**src/sv/bsr_pkg.sv**
```systemverilog
// Package for the BMP byte stream to RGB565 converter.
// Holds status codes, parse phases, register indexes and header byte positions.
// No dependencies.
package bsr_pkg;

  // Config register file
  localparam int unsigned CfgIdxW = 2;
  localparam int unsigned SideW   = 13;

  typedef enum logic [CfgIdxW-1:0] {
    REG_WIDTH  = 2'd0,
    REG_HEIGHT = 2'd1
  } reg_idx_e;

  // Result status codes
  typedef enum logic [2:0] {
    ST_PIXEL   = 3'd0,
    ST_BAD_SIG = 3'd1,
    ST_SIZE    = 3'd2,
    ST_PLANES  = 3'd3,
    ST_FORMAT  = 3'd4,
    ST_OFFSET  = 3'd5
  } status_e;

  // Parse phases, one-hot
  typedef enum logic [4:0] {
    PH_IDLE   = 5'b00001,
    PH_HEADER = 5'b00010,
    PH_SKIP   = 5'b00100,
    PH_PIXELS = 5'b01000,
    PH_PAD    = 5'b10000
  } phase_e;

  // Header byte positions where a field is complete
  localparam logic [31:0] PosSig    = 32'd1;
  localparam logic [31:0] PosOffset = 32'd13;
  localparam logic [31:0] PosWidth  = 32'd21;
  localparam logic [31:0] PosHeight = 32'd25;
  localparam logic [31:0] PosPlanes = 32'd27;
  localparam logic [31:0] PosDepth  = 32'd29;
  localparam logic [31:0] PosLast   = 32'd33;
  localparam logic [31:0] HeaderLen = 32'd34;

  localparam logic [15:0] BmpSignature = 16'h4D42;
  localparam logic [15:0] BitDepth24   = 16'd24;
  localparam logic [15:0] OnePlane     = 16'd1;

  // One result beat from the parser
  typedef struct packed {
    logic        valid;
    status_e     status;
    logic [15:0] pixel;
    logic        last;
  } res_t;

endpackage

```
**src/sv/bsr_parse.sv**
```systemverilog
// Header parser and pixel packer: holds the parse state and produces the
// result of the byte presented on each step. Depends on bsr_pkg.
module bsr_parse import bsr_pkg::*; #(
  parameter int unsigned MAX_SIDE = 4096
) (
  input  logic             clk_i,
  input  logic             rst_ni,
  input  logic             step_i,
  input  logic [7:0]       data_byte_i,
  input  logic             file_start_i,
  input  logic [SideW-1:0] exp_width_i,
  input  logic [SideW-1:0] exp_height_i,
  output res_t             res_o
);

  // Pixel count covers the product of any two size register values
  localparam int unsigned PixW = 2 * SideW;

  logic [31:0]      pos_q, pos_d, pos_e;
  logic [31:0]      fa_q, fa_d, fa_e, fa_n;
  logic [31:0]      off_q, off_d, off_e;
  logic [15:0]      depth_q, depth_d, depth_e;
  phase_e           phase_q, phase_d, phase_e_v;
  logic [10:0]      pp_q, pp_d, pp_e;
  logic [1:0]       bip_q, bip_d, bip_e;
  logic [PixW-1:0]  rem_q, rem_d, rem_e;
  logic [SideW-1:0] roww_q, roww_d;
  logic [SideW-1:0] col_q, col_d, col_e, col_n;
  logic [31:0]      pos_inc;
  logic [2*SideW-1:0] area;
  logic             w_ok, h_ok;
  res_t             res;

  assign area = exp_width_i * exp_height_i;
  assign w_ok = (exp_width_i != '0) && ({19'd0, exp_width_i} <= 32'(MAX_SIDE))
                && ({19'd0, exp_width_i} == fa_n);
  assign h_ok = (exp_height_i != '0) && ({19'd0, exp_height_i} <= 32'(MAX_SIDE))
                && ({19'd0, exp_height_i} == fa_n);
  assign fa_n    = {data_byte_i, fa_e[31:8]};
  assign pos_inc = pos_e + 32'd1;
  assign col_n   = col_e + SideW'(1);

  // File start wipes the file state before the byte is handled
  always_comb begin
    pos_e     = pos_q;
    fa_e      = fa_q;
    off_e     = off_q;
    depth_e   = depth_q;
    pp_e      = pp_q;
    bip_e     = bip_q;
    rem_e     = rem_q;
    col_e     = col_q;
    phase_e_v = phase_q;
    if (file_start_i) begin
      pos_e     = '0;
      fa_e      = '0;
      off_e     = '0;
      depth_e   = '0;
      pp_e      = '0;
      bip_e     = '0;
      rem_e     = '0;
      col_e     = '0;
      phase_e_v = PH_HEADER;
    end
  end

  // Per-byte state update and result
  always_comb begin
    pos_d   = pos_e;
    fa_d    = fa_e;
    off_d   = off_e;
    depth_d = depth_e;
    pp_d    = pp_e;
    bip_d   = bip_e;
    rem_d   = rem_e;
    col_d   = col_e;
    roww_d  = roww_q;
    phase_d = phase_e_v;
    res     = '{valid: 1'b0, status: ST_PIXEL, pixel: 16'd0, last: 1'b0};
    case (phase_e_v)
      PH_HEADER: begin
        fa_d  = fa_n;
        pos_d = pos_inc;
        case (pos_e)
          PosSig: begin
            if (fa_n[31:16] != BmpSignature) begin
              phase_d = PH_IDLE;
              res     = '{valid: 1'b1, status: ST_BAD_SIG, pixel: 16'd0, last: 1'b1};
            end
          end
          PosOffset: off_d = fa_n;
          PosWidth: begin
            if (!w_ok) begin
              phase_d = PH_IDLE;
              res     = '{valid: 1'b1, status: ST_SIZE, pixel: 16'd0, last: 1'b1};
            end
          end
          PosHeight: begin
            if (!h_ok) begin
              phase_d = PH_IDLE;
              res     = '{valid: 1'b1, status: ST_SIZE, pixel: 16'd0, last: 1'b1};
            end
          end
          PosPlanes: begin
            if (fa_n[31:16] != OnePlane) begin
              phase_d = PH_IDLE;
              res     = '{valid: 1'b1, status: ST_PLANES, pixel: 16'd0, last: 1'b1};
            end
          end
          PosDepth: depth_d = fa_n[31:16];
          PosLast: begin
            if (fa_n != '0 || depth_e != BitDepth24) begin
              phase_d = PH_IDLE;
              res     = '{valid: 1'b1, status: ST_FORMAT, pixel: 16'd0, last: 1'b1};
            end else if (off_e < HeaderLen) begin
              phase_d = PH_IDLE;
              res     = '{valid: 1'b1, status: ST_OFFSET, pixel: 16'd0, last: 1'b1};
            end else begin
              roww_d  = exp_width_i;
              col_d   = '0;
              bip_d   = '0;
              pp_d    = '0;
              rem_d   = area[PixW-1:0];
              phase_d = (off_e == HeaderLen) ? PH_PIXELS : PH_SKIP;
            end
          end
          default: ;
        endcase
      end
      PH_SKIP: begin
        pos_d = pos_inc;
        if (pos_inc >= off_e) phase_d = PH_PIXELS;
      end
      PH_PIXELS: begin
        case (bip_e)
          2'd0: begin
            pp_d  = {6'd0, data_byte_i[7:3]};
            bip_d = 2'd1;
          end
          2'd1: begin
            pp_d  = {data_byte_i[7:2], pp_e[4:0]};
            bip_d = 2'd2;
          end
          default: begin
            // Red byte closes the pixel; an empty count also ends the image
            bip_d = 2'd0;
            if (rem_e != '0) rem_d = rem_e - PixW'(1);
            res   = '{valid: 1'b1, status: ST_PIXEL,
                      pixel: {data_byte_i[7:3], pp_e}, last: 1'b0};
            if (rem_e <= PixW'(1)) begin
              phase_d  = PH_IDLE;
              res.last = 1'b1;
            end else if (col_n >= roww_q) begin
              col_d = '0;
              if (roww_q[1:0] != 2'd0) begin
                bip_d   = roww_q[1:0];
                phase_d = PH_PAD;
              end
            end else begin
              col_d = col_n;
            end
          end
        endcase
      end
      PH_PAD: begin
        if (bip_e != 2'd0) bip_d = bip_e - 2'd1;
        if (bip_e <= 2'd1) phase_d = PH_PIXELS;
      end
      default: ;
    endcase
  end

  assign res_o = res;

  // State registers
  always_ff @(posedge clk_i or negedge rst_ni) begin
    if (!rst_ni) begin
      pos_q   <= '0;
      fa_q    <= '0;
      off_q   <= '0;
      depth_q <= '0;
      phase_q <= PH_IDLE;
      pp_q    <= '0;
      bip_q   <= '0;
      rem_q   <= '0;
      roww_q  <= '0;
      col_q   <= '0;
    end else if (step_i) begin
      pos_q   <= pos_d;
      fa_q    <= fa_d;
      off_q   <= off_d;
      depth_q <= depth_d;
      phase_q <= phase_d;
      pp_q    <= pp_d;
      bip_q   <= bip_d;
      rem_q   <= rem_d;
      roww_q  <= roww_d;
      col_q   <= col_d;
    end
  end

endmodule

```
**config.mk**
```make
export PLATFORM = sky130hd
export DESIGN_NAME = bsr_parse
export DESIGN_NICKNAME = d
export VERILOG_FILES = /design/src/sv/bsr_pkg.sv /design/src/sv/bsr_parse.sv
export SDC_FILE = /design/constraint.sdc
export NUM_CORES = 1
export LEC_CHECK = 0
export ABC_AREA = 1
export BUFFER_PORTS_ARGS = -buffer_cell sky130_fd_sc_hd__buf_2
export CELL_PAD_IN_SITES_DETAIL_PLACEMENT = 0
export CELL_PAD_IN_SITES_GLOBAL_PLACEMENT = 1
export CORE_MARGIN = 4
export CORE_UTILIZATION = 30
export CTS_BUF_LIST = sky130_fd_sc_hd__clkbuf_4 sky130_fd_sc_hd__clkbuf_8
export CTS_CLUSTER_SIZE = 14
export DETAILED_ROUTE_END_ITERATION = 10
export GPL_TIMING_DRIVEN = 0
export HOLD_SLACK_MARGIN = 0.1
export PLACE_DENSITY_LB_ADDON = 0.1
export SETUP_SLACK_MARGIN = 0.02
export SLEW_MARGIN = 20
export SYNTH_ARGS = -nofsm -noshare
export SYNTH_HDL_FRONTEND = slang
export SYNTH_SLANG_ARGS = --single-unit
```
**constraint.sdc**
```tcl
create_clock -name clk_i -period 4.2 [get_ports clk_i]
set_clock_uncertainty 0.15 [all_clocks]
set_input_delay 0.21 -clock clk_i [delete_from_list [all_inputs] [get_ports clk_i]]
set_output_delay 0.21 -clock clk_i [all_outputs]
set_load 0.05 [all_outputs]
```
### Word level (Yosys, flattened, before mapping)

Index checks and enable logic that the tools add are counted.

* $add $sub $neg: 4
* multiplexer cells: 67
* multiply operators: 1
* order comparisons: 7
* reduce and logical (&&, ||, !) cells: 15
* equal/unequal tests: 18
* bitwise operators: 2

Operators by type and width (number)
* 32-bit 2-to-1 mux: 7
* 26-bit 2-to-1 mux: 6
* 21-bit 2-to-1 mux: 7
* 32-bit by 5-bit == test with 1-bit output, second input constant: 4
* 21-bit one-hot mux with 5 select lines: 1
* 13-bit 2-to-1 mux: 7
* 13-bit by 32-bit == test with 1-bit output: 2
* 32-bit by 6-bit == test with 1-bit output, second input constant: 2
* 5-bit 2-to-1 mux: 11
* 26-bit one-hot mux with 2 select lines: 1
* 16-bit 2-to-1 mux: 3
* 11-bit 2-to-1 mux: 4
* 11-bit one-hot mux with 2 select lines: 2
* 21-bit one-hot mux with 2 select lines: 1
* 32-bit by 1-bit adder with 32-bit output, second input constant: 1
* 32-bit by 1-bit == test with 1-bit output, second input constant: 1
* 32-bit by 4-bit == test with 1-bit output, second input constant: 1
* 32-bit greater-or-equal comparator: 1
* 32-bit by 6-bit less-than comparator with 1-bit output, second input constant: 1
* 32-bit nonzero test: 1
* 13-bit less-or-equal comparator, second input constant: 2
* 26-bit by 1-bit less-or-equal comparator with 1-bit output, second input constant: 1
* 13-bit by 13-bit multiplier with 26-bit output: 1
* 13-bit one-hot mux with 2 select lines: 1
* 29 further kinds: 45

* input bits: 38
* output and inout bits: 21
* bits in registers: 174
* word-level logic and storage cells: 124

### Logic depth before layout (Yosys ltp)

Gate-level depths: netlist (run 1).

* depth after elaboration: 7
* gate-level depth with buffers: 28
* gate-level depth less buffers: 27

### Worst setup path after synthesis (run 1)

No wires, ideal clock.

* path type: input port to flip-flop
* start point: input port exp_height_i[12]
* end point: register rem_q[25]
* slack: -0.904 ns
* buffers on the path: 2
* stages on the path: 21
* setup time: 0.126 ns
* arrival time: 4.828 ns
* required time: 3.924 ns
* path through: clkbuf_1 clkbuf_1 nand2_1 fa_1 fa_1 inv_1 fa_1 fa_1 inv_1 fa_1 inv_1 ha_1 a21oi_1 o21ai_0 a21oi_1 nand2_1 nand2_1 nand2_1 xor2_1 o21ai_0 a21oi_1

* longest elaborated chain between the ends: 5

Ends and longest elaborated chain
* start, declared: RTL line bsr_parse.sv:12 `input logic [SideW-1:0] exp_height_i,`
* 13-bit by 13-bit multiplier with 26-bit output: RTL line bsr_parse.sv:34 `assign area = exp_width_i * exp_height_i;`
* 26-bit 2-to-1 mux: RTL line bsr_parse.sv:115 `end else if (off_e < HeaderLen) begin`
* 26-bit 2-to-1 mux: RTL line bsr_parse.sv:112 `if (fa_n != '0 || depth_e != BitDepth24) begin`
* 26-bit 2-to-1 mux: RTL line bsr_parse.sv:84 `case (pos_e)`
* 26-bit one-hot mux with 2 select lines: RTL line bsr_parse.sv:80 `case (phase_e_v)`
* end signal, assigned: RTL line bsr_parse.sv:196 `rem_q <= rem_d;`
* end, declared: RTL line bsr_parse.sv:26 `logic [PixW-1:0] rem_q, rem_d, rem_e;`

Every way passes these cells.
A chain may end at the register's enable or synchronous reset.

### Worst setup path after layout (run 1)

* start point: input port exp_width_i[8]
* end point: register rem_q[18]

* longest elaborated chain between the ends: 5

Ends and longest elaborated chain
* start, declared: RTL line bsr_parse.sv:11 `input logic [SideW-1:0] exp_width_i,`
* 13-bit by 13-bit multiplier with 26-bit output: RTL line bsr_parse.sv:34
* 26-bit 2-to-1 mux: RTL line bsr_parse.sv:115
* 26-bit 2-to-1 mux: RTL line bsr_parse.sv:112
* 26-bit 2-to-1 mux: RTL line bsr_parse.sv:84
* 26-bit one-hot mux with 2 select lines: RTL line bsr_parse.sv:80

Every way passes these cells.

==> results of run 1 <==
[layer usage]
metal,share of wire,routed length (um)
met4,0.034,3120
met1,0.44,40200
met3,0.069,6270
met5,0,0
met2,0.45,40900
[worst max-delay path, delay by kind of cell]
kind / cells / cell delay, ps
compound gates: 4 / 510
simple gates: 6 / 360
fa+ha+maj: 6 / 2900
buf+inv: 8 / 780
[placed cells by master, fill, tap and decap left out, types with 37 or more instances in the layout]
master and n:
fa_1 110, clkbuf_1 53, buf_4 62, nand2_2 45, nand2_1 827, nand3_1 119, nand4_1 44, o21ai_0 181
inv_1 535, ha_1 105, inv_2 43, dfrtp_1 173, o211ai_1 38, o22ai_1 37, a21oi_1 117, buf_2 58
nor2_1 283
[stage by stage]
step	instances	power, uW	worst slack [ps]	hold WS, ps	instance area, um^2
2_1_floorplan	3115	8090	-392	-236	20800
3_3_place_gp	4026	10500	-2330	309	22100
3_5_place_dp	4028	10600	-2260	-85.4	22200
4_1_cts	4148	13600	-164	131	24300
5_1_grt	4161	15800	-400	190	24800
6_report	4163	14700	-250	188	24800
[power groups by stage]
stage	Sequential [uW]	Clock [uW]	Combinational [uW]
2_1_floorplan	2170	0	5910
3_3_place_gp	2240	0	8310
3_5_place_dp	2240	0	8330
4_1_cts	2210	1400	9960
5_1_grt	2260	1440	12100
6_report	2220	1360	11100
[cell type report]
cell class,instances,share of cell area
Multi-Input combinational cell,2228,0.571
Sequential cell,174,0.176
Inverter,580,0.0878
Timing Repair Buffer,152,0.0561
Buffer,130,0.0494
Tap cell,864,0.0436
Clock buffer,18,0.00974
Clock inverter,14,0.00621
Antenna cell,3,0.000303
[cell families (layout without fill, tap and decap cells)]
family,count (synthesis),in the layout,synth area share
AOI/OAI and AO/OA,473,473,0.131
adders and majority gates,242,242,0.195
xor gates and xnor gates,55,55,0.0238
other,0,3,0
buffers and inverters,713,894,0.138
and+or+nand+nor,1458,1458,0.297
DFF,174,174,0.216
[state kept, by name, summed over array words and instances (netlist names)]
signal and cells:
off_q 32, pos_q 32, rem_q 26, fa_q 24, depth_q 16, col_q 13
roww_q 13, pp_q 11, phase_q 5, bip_q 2
[what timing repair did]
| action | in CTS | in global routing |
|---|---|---|
| buffers inserted | 53 | 13 |
| hold endpoints to repair | 136 | 0 |
| setup endpoints to repair | 103 | 35 |
| pin swaps | 76 | 61 |
| cloned | 7 | 0 |
| gates resized for setup | 204 | 96 |
| hold buffers | 31 | 0 |
[path summary, 6_finish.rpt]
check                                  startpoint                      to  slack [ps]  cells after the start
hold reg to reg            phase_q[0]$_DFFE_PN1P_  phase_q[0]$_DFFE_PN1P_         320                      2
min in group asynchronous                  rst_ni     pp_q[8]$_DFFE_PN0P_         620                      4
max in group asynchronous                  rst_ni  phase_q[4]$_DFFE_PN0P_        2440                      5
hold / removal                             step_i   roww_q[8]$_DFFE_PN0P_         190                      4
setup / recovery                   exp_width_i[8]   rem_q[18]$_DFFE_PN0P_        -250                     24
setup reg to reg            pos_q[28]$_DFFE_PN0P_   roww_q[5]$_DFFE_PN0P_         210                     13
==> impl_metrics.tcl, run 1 <==
set metrics [dict create \
    status "finished, violations left" \
    failed_checks "negative setup slack" \
    p_int_uw 7000 \
    numCtsBuffers 17 \
    nNetsFinal 3563 \
    clkPwrFrac 0.093 \
    clockBufferDepth 2 \
    relSlewSlack 0.176 \
    synth_top_cell_by_area "dfrtp_1" \
    wl_per_cell_um 21.7 \
    initial_core_util 0.305 \
    busiest_layer "met2" \
    p_sw_uw 7650 \
    cts_tree "yes" \
    cpMaxStageDelayCell "fa_1" \
    start_kind "input pin" \
    synth_seq_area_share 0.216 \
    path_cells "clkbuf_16 > clkbuf_16 > buf_12 > nand2_4 > fa_1 > inv_2 > fa_1 > fa_1 > fa_1 > inv_2 > fa_1 > inv_2 > ha_4 > buf_6 > nand2_4 > o21a_1 > buf_4 > a21boi_2 > nand2_2 > nand2_1 > nand2_1 > nor2_2 > o21ai_2 > a21oi_1" \
    fin_crit_ps 4450 \
    pwr-share-seq 0.151 \
    post-route-period-util 1.06 \
    overflow 0 \
    fp.dieH_um 268 \
    use_met1 0.341 \
    clock-sinks 174 \
    grt_use_met2 0.406 \
    critical_path_required_ps 4530 \
    power_density_nw_per_um2 591 \
    fill_cells 7154 \
    worstPathMaxFanout 7 \
    antenna_left 0 \
    p_leak_uw 0.0131 \
    clk_pin_slew_ps 120 \
    use_met3 0.0530 \
    hold_class "in2reg" \
    insertion_delay_ps 590 \
    p_comb_frac 0.756 \
    yosys_warnings 0 \
    core_um2 66200 \
    area_growth_pct 22.6 \
    yosysTopAreaCellShare 0.214 \
    final_util 0.374 \
    viasPerCell 5.14 \
    multi_input_area_um2 14200 \
    setup_tns_ps -1950 \
    final-setup-viol-count 16 \
    ys_seq_elements 174 \
    finalMaxSlewViolations 0 \
    hpwl_um 70200 \
    syn_inst 3115 \
    end_kind "flip-flop" \
    switching_share 0.522 \
    dr.pass1.iters 5 \
    ys_types 49 \
    synthTopCellsByArea "dfrtp_1, nand2_1, fa_1, inv_1, ha_1" \
    num_vias 21400 \
    io_pins 59 \
    die_area_um2 71600 \
    slowest_delay_ps 590 \
    cp_data_arrival_time_ps 4780 \
    drive_gt1_frac 0.149 \
    path_common_cell "fa_1" \
    synth_edf_count 0 \
    vdd_drop_max_mv 0.813 \
    worst-slew-pin-transition_ps 1240 \
    grt_max_degree 82 \
    final-seq-area_um2 4360 \
    grt_pass1_vias 21500 \
    rsz0062_at_grt "yes" \
    syn-mean-instance-area_um2 6.49 \
    ys_async_sr_fraction 1.00 \
    yosysMostFrequentCell "nand2_1" \
    cap_violations 0 \
    ys_top_cells_by_count "nand2_1, inv_1, nor2_1, o21ai_0, dfrtp_1" \
    routed_wirelength_um 90500 \
    clock.fmax_mhz 225 \
    grt_usage 0.254 \
    grt_pass1_wl_um 135000 \
    syn_nets 3395 \
    cts_max_level 4 \
    netlist_area_um2 20200 \
    rows 94 \
    synth_ff_type "dfrtp_1" \
    routabilityCongestion 0.915 \
    io_buffers 47 \
    fin_ws_ps -250 \
    drc_errors 0 \
    cts-root-buf "clkbuf_8" \
    worstSetupPathType "in2reg" \
    antenna_found_initial 3 \
    drt-initial-drc-count 1725 \
    finalHoldViolCount 0 \
    die_w_um 268 \
]
No activity file was read; power rests on OpenSTA's default activity.
==> run 2: changes to the inputs <==
--- a/config.mk
+++ b/config.mk
@@ -17,7 +17,7 @@
 export GPL_TIMING_DRIVEN = 0
 export HOLD_SLACK_MARGIN = 0.1
 export PLACE_DENSITY_LB_ADDON = 0.1
-export SETUP_SLACK_MARGIN = 0.02
+export SETUP_SLACK_MARGIN = 0.15
 export SLEW_MARGIN = 20
 export SYNTH_ARGS = -nofsm -noshare
 export SYNTH_HDL_FRONTEND = slang
==> impl_metrics.tcl, run 2 (synthesized netlist as in run 1, its figures left out) <==
set metrics [dict create \
    clockBufferDepth 2 \
    fin_ws_ps -186 \
    finalHoldViolCount 0 \
    grt_usage 0.257 \
    status "finished, violations left" \
    insertion_delay_ps 600 \
    top_regs "off_q: 32 flops, pos_q: 32 flops, rem_q: 26 flops" \
    end_kind "flip-flop" \
    worstPathMaxFanout 5 \
    p_leak_uw 0.0131 \
    clock-sinks 174 \
    setup_tns_ps -1570 \
    viasPerCell 5.17 \
    path_cells "clkbuf_16 > clkbuf_8 > nand2_2 > fa_2 > inv_1 > fa_1 > fa_2 > fa_1 > inv_1 > fa_1 > inv_2 > ha_4 > nand2_2 > nor2_2 > and3_1 > nand2_1 > nand2_2 > nand2_2 > nand2_2 > xor2_4 > o21ai_1 > a21oi_1" \
    critical_path_required_ps 4560 \
    relSlewSlack 0.217 \
    layout_common_cells "nand2_1, inv_1, nor2_1" \
    failed_checks "negative setup slack" \
    grt_pass1_vias 21500 \
    fp.dieH_um 268 \
    io_buffers 47 \
    worstSetupPathType "in2reg" \
    final-setup-viol-count 16 \
    rows 94 \
    finalMaxSlewViolations 0 \
    grt_pass1_wl_um 137000 \
    num_vias 21600 \
    wl_per_cell_um 22.0 \
    clock.fmax_mhz 228 \
    io_pins 59 \
    post-route-period-util 1.04 \
    overflow 0 \
    clk_pin_slew_ps 110 \
    drive_gt1_frac 0.153 \
    antenna_found_initial 8 \
    core_um2 66200 \
    dp_slack_ps -2260 \
    dr.pass1.iters 6 \
    grt_max_degree 84 \
    switching_share 0.524 \
    cp_data_arrival_time_ps 4750 \
    start_kind "input pin" \
    fin_crit_ps 4390 \
    die_w_um 268 \
    slowest_delay_ps 560 \
    routabilityCongestion 0.917 \
    worst-slew-pin-transition_ps 1170 \
    drt-initial-drc-count 1806 \
    routed_wirelength_um 91800 \
    antenna_left 0 \
    cpMaxStageDelayCell "fa_1" \
    die_area_um2 71600 \
    area_growth_pct 23.3 \
    pwr-share-seq 0.154 \
    drc_errors 0 \
    hold_class "in2reg" \
    clkPwrFrac 0.091 \
    power_density_nw_per_um2 580 \
    final_common_cell "nand2_1" \
    fin_total_pwr_uw 14500 \
    cap_violations 0 \
    cts_tree "yes" \
    cts_max_level 4 \
    cts-root-buf "clkbuf_8" \
    rsz0062_at_grt "yes" \
    nNetsFinal 3576 \
    p_int_uw 6880 \
    initial_core_util 0.305 \
    path_common_cell "nand2_2" \
    numCtsBuffers 17 \
    whs_ps 155 \
    p_comb_frac 0.755 \
    r2r_setup_slack_ps 370 \
    hpwl_um 70300 \
    vdd_drop_max_mv 0.723 \
    p_sw_uw 7580 \
]
[run 2: changes by cell type in the layout (fill, tap and decap cells not counted), sizes merged]
cell         change
buf             +10
dlygate4sd3      +7
clkbuf           -3
bufinv           -2
inv              +2
clkinvlp         -1
diode            -1
[run 2: critical path: cells and delay by family]
kind | cells | cell delay [ps]
xor+xnor | 1 | 190
fa+ha+maj | 6 | 2830
compound gates | 2 | 240
simple gates | 8 | 790
buf+inv | 5 | 480
[run 2: metrics by stage]
step,utilization,std cells,cell area [um^2]
finish,0.376,4175,24900
global route,0.376,4174,24900
CTS,0.368,4153,24400
detailed placement,0.335,4028,22200
global placement,0.334,4026,22100
floorplan,-,3115,20800
[run 2: power groups by stage]
stage	registers, uW	logic, uW	clock network (uW)
after floorplan	2170	5940	0
after CTS	2210	9900	1370
after detailed placement	2240	8360	0
after global placement	2240	8360	0
after global routing	2260	11900	1430
final	2220	10900	1320
[run 2: timing repair]
action,in CTS,in global routing
gates resized for setup,199,115
pin swaps,70,75
cloned,5,3
setup buffers,51,17
setup endpoints to repair,131,50
hold buffers,37,0
hold endpoints to repair,196,0
[run 2: path summary, 6_finish.rpt]
path                                          endpoint              startpoint  depth (start not counted)
max in group asynchronous        roww_q[5]$_DFFE_PN0P_                  rst_ni                          4
min in group asynchronous         col_q[8]$_DFFE_PN0P_                  rst_ni                          4
worst min register to register  phase_q[0]$_DFFE_PN1P_  phase_q[0]$_DFFE_PN1P_                          2
worst min-delay path             roww_q[9]$_DFFE_PN0P_                  step_i                          4
worst max-delay path             rem_q[25]$_DFFE_PN0P_          exp_width_i[5]                         22
worst max register to register  phase_q[2]$_DFFE_PN0P_    pos_q[2]$_DFFE_PN0P_                         21
[run 2: area by class of cell]
cell class	count	area, um^2
fillers	7078	41300
clock inverters	13	144
multi-input cells	2228	14100
clock buffers	19	255
well taps	864	1080
diodes	2	5.00
inverters	580	2180
repair buffers	162	1510
plain buffers	133	1270
flip-flops and latches	174	4360
[run 2: per-layer routing]
layer,share of wire,track usage,up-vias,wire (um)
met2,0.45,0.418,777,41600
met5,0.00058,0,-,53
met1,0.45,0.356,10600,41200
met3,0.070,0.0392,108,6380
met4,0.028,0.0729,6,2590
li1,-,-,10100,-
==> run 3: changes to the inputs <==
--- a/config.mk
+++ b/config.mk
@@ -5,12 +5,13 @@
 export SDC_FILE = /design/constraint.sdc
 export NUM_CORES = 1
 export LEC_CHECK = 0
-export ABC_AREA = 1
+export ABC_AREA = 0
 export BUFFER_PORTS_ARGS = -buffer_cell sky130_fd_sc_hd__buf_2
+export CAP_MARGIN = 25
 export CELL_PAD_IN_SITES_DETAIL_PLACEMENT = 0
 export CELL_PAD_IN_SITES_GLOBAL_PLACEMENT = 1
 export CORE_MARGIN = 4
-export CORE_UTILIZATION = 30
+export CORE_UTILIZATION = 45
 export CTS_BUF_LIST = sky130_fd_sc_hd__clkbuf_4 sky130_fd_sc_hd__clkbuf_8
 export CTS_CLUSTER_SIZE = 14
 export DETAILED_ROUTE_END_ITERATION = 10
==> impl_metrics.tcl, run 3 <==
set metrics [dict create \
    p_sw_uw 5300 \
    rows 73 \
    ys_seq_elements 174 \
    synthSimpleGateAreaFrac 0.215 \
    clkPwrFrac 0.119 \
    die_w_um 209 \
    fin_crit_ps 4850 \
    overflow 0 \
    yosys_warnings 0 \
    nNetsFinal 2686 \
    io_pins 59 \
    layout_common_cells "nand2_1, inv_1, dfrtp_1" \
    top_regs "off_q: 32 flops, pos_q: 32 flops, rem_q: 26 flops" \
    syn-mean-instance-area_um2 8.19 \
    pwr-share-seq 0.167 \
    path_common_cell "fa_1" \
    fin_total_pwr_uw 11400 \
    cpMaxStageDelayCell "fa_1" \
    syn_inst 2221 \
    relSlewSlack 0.304 \
    clock-sinks 174 \
    critPathCapture "rem_q[24]$_DFFE_PN0P_" \
    viasPerCell 6.02 \
    reg2reg_depth 17 \
    crit_start "exp_width_i[7]" \
    p_comb_frac 0.714 \
    cts_tree "yes" \
    antenna_found_initial 0 \
    synthXorXnorAreaFrac 0.0342 \
    antennaDiodeCount 0 \
    synth_edf_count 0 \
    grt_usage 0.304 \
    setup_tns_ps -7020 \
    status "finished, violations left" \
    synth_adder_area_share 0.216 \
    ys_async_sr_fraction 1.00 \
    grt_pass1_vias 17900 \
    finalHoldViolCount 0 \
    p_int_uw 6110 \
    die_area_um2 43700 \
    cp_data_arrival_time_ps 5160 \
    routed_wirelength_um 67800 \
    worst-slew-pin-transition_ps 1040 \
    area_growth_pct 22.1 \
    wl_per_cell_um 23.0 \
    netlist_area_um2 18200 \
    fin_ws_ps -652 \
    numCtsBuffers 17 \
    synth_compound_area_frac 0.198 \
    drive_gt1_frac 0.186 \
    dp_slack_ps -1810 \
    p_leak_uw 0.0101 \
    clock.fmax_mhz 206 \
    synthTopCellsByArea "dfrtp_1, fa_1, ha_1, nand2_1, inv_1" \
    core_um2 39800 \
    yosysTopAreaCellShare 0.238 \
    initial_core_util 0.457 \
    slowest_delay_ps 490 \
    whs_ps 85.1 \
    failed_checks "negative setup slack" \
    hold_class "in2async" \
    routabilityCongestion 0.944 \
    synth_top_cell_by_area "dfrtp_1" \
    synth_ff_type "dfrtp_1" \
    worstSetupPathType "in2reg" \
    clockBufferDepth 2 \
    fp.dieH_um 209 \
    synth_top_family_by_area "adder cells" \
    grt_pass1_wl_um 104000 \
    clk_pin_slew_ps 110 \
    post-route-period-util 1.16 \
    switching_share 0.464 \
    path_cells "clkbuf_16 > clkbuf_16 > buf_4 > and2_4 > fa_1 > inv_1 > fa_1 > fa_1 > inv_1 > fa_1 > inv_1 > fa_1 > inv_2 > ha_4 > and3_4 > a31o_4 > a221o_1 > nand3_2 > o311ai_4 > o21ai_2 > mux2_4 > o21ai_2" \
    hpwl_um 50400 \
    dr.pass1.iters 5 \
    synth_seq_area_share 0.239 \
    power_density_nw_per_um2 514 \
    r2r_start "pos_q[5]$_DFFE_PN0P_" \
    r2r_setup_slack_ps 20 \
    worstPathMaxFanout 6 \
    grt_max_degree 83 \
    final_common_cell "nand2_1" \
    design_area_um2 22200 \
    end_kind "flip-flop" \
    syn_nets 2501 \
    cts_max_level 4 \
    dpl_cell_area_um2 19800 \
    critical_path_required_ps 4500 \
    start_kind "input pin" \
    drc_errors 0 \
    antenna_left 0 \
    synth.mux.area_fraction 0.0164 \
    finalMaxSlewViolations 0 \
    cap_violations 0 \
    drt-initial-drc-count 1572 \
    rsz0062_at_grt "yes" \
    ys_top_cells_by_count "nand2_1, inv_1, dfrtp_1, o21ai_0, nor2_1" \
    final-setup-viol-count 16 \
    vdd_drop_max_mv 0.706 \
    num_vias 17700 \
    cts-root-buf "clkbuf_8" \
    r2r-end "phase_q[2]$_DFFE_PN0P_" \
    yosysMostFrequentCell "nand2_1" \
    io_buffers 46 \
    fill_cells 3829 \
    ys_types 86 \
    insertion_delay_ps 520 \
]
run 3: cell types whose count changed after synthesis, moves of 35 or more:
cell     delta
nand3_1    -86
nand2_1   -629
a21oi_1    -35
a21o_1     +38
nor2_1    -175
inv_1     -333
and2_1     +97
run 3: timing repair:
| action | 4_1_cts | 5_1_grt |
|---|---|---|
| hold buffers | 24 | 0 |
| cloned | 1 | 0 |
| setup endpoints to repair | 55 | 49 |
| buffers inserted | 65 | 27 |
| endpoints found under the hold margin | 141 | 0 |
| resized for setup | 163 | 81 |
| pin swaps | 90 | 80 |
run 3: cell families (layout without fill, tap and decap cells):
| kind of cell | Yosys count | count (layout) |
|---|---|---|
| DFF | 174 | 174 |
| muxes | 27 | 27 |
| buffers and inverters | 383 | 581 |
| xor gates and xnor gates | 71 | 71 |
| AOI/OAI and AO/OA | 555 | 555 |
| adders and majority gates | 242 | 242 |
| and+or+nand+nor | 769 | 769 |
run 3: worst min path at each step:
stage                            from                     end  slack (ps)  cells after the start
2_1_floorplan                  rst_ni    bip_q[0]$_DFFE_PN0P_        -240                      0
3_3_place_gp   depth_q[3]$_DFFE_PN0P_  depth_q[3]$_DFFE_PN0P_         330                      1
3_5_place_dp                   rst_ni   pos_q[21]$_DFFE_PN0P_         -90                      1
4_1_cts                        rst_ni   pos_q[19]$_DFFE_PN0P_         140                      3
5_1_grt                        rst_ni   pos_q[12]$_DFFE_PN0P_         150                      3
6_report                       rst_ni   pos_q[19]$_DFFE_PN0P_          90                      3
run 3: area by class of cell:
class,count,area [um^2],share of cell area
inverters,236,890,0.0401
well taps,525,657,0.0296
clock buffers,17,234,0.0105
multi-input cells,1664,13300,0.597
clock inverters,15,201,0.00907
flip-flops and latches,174,4360,0.196
plain buffers,147,1270,0.0571
repair buffers,166,1350,0.0610
run 3: through the flow:
| step | std cells | utilization |
|---|---|---|
| floorplan | 2221 | - |
| global placement | 2792 | 0.495 |
| detailed placement | 2794 | 0.497 |
| CTS | 2916 | 0.544 |
| global route | 2944 | 0.558 |
| finish | 2944 | 0.558 |
run 3: critical path: cells and delay by family:
kind / cells / cell delay, ps
adders and majority gates: 6 / 2610
muxes: 1 / 320
AOI/OAI and AO/OA: 5 / 930
buffers and inverters: 7 / 650
and+or+nand+nor: 3 / 430
run 3: per-layer routing:
layer,vias to the layer above,share of wire,global-route usage
met5,-,0,0
met4,0,0.051,0.142
met3,168,0.058,0.0395
met2,709,0.49,0.530
met1,8826,0.40,0.374
li1,8032,-,-
run 3: power groups by stage:
stage / Clock, uW / Combinational [uW] / Sequential, uW
6_report: 1360 / 8140 / 1910
5_1_grt: 1450 / 8870 / 1920
4_1_cts: 1380 / 7600 / 1890
3_5_place_dp: 0 / 6300 / 1930
3_3_place_gp: 0 / 6210 / 1930
2_1_floorplan: 0 / 4710 / 1880
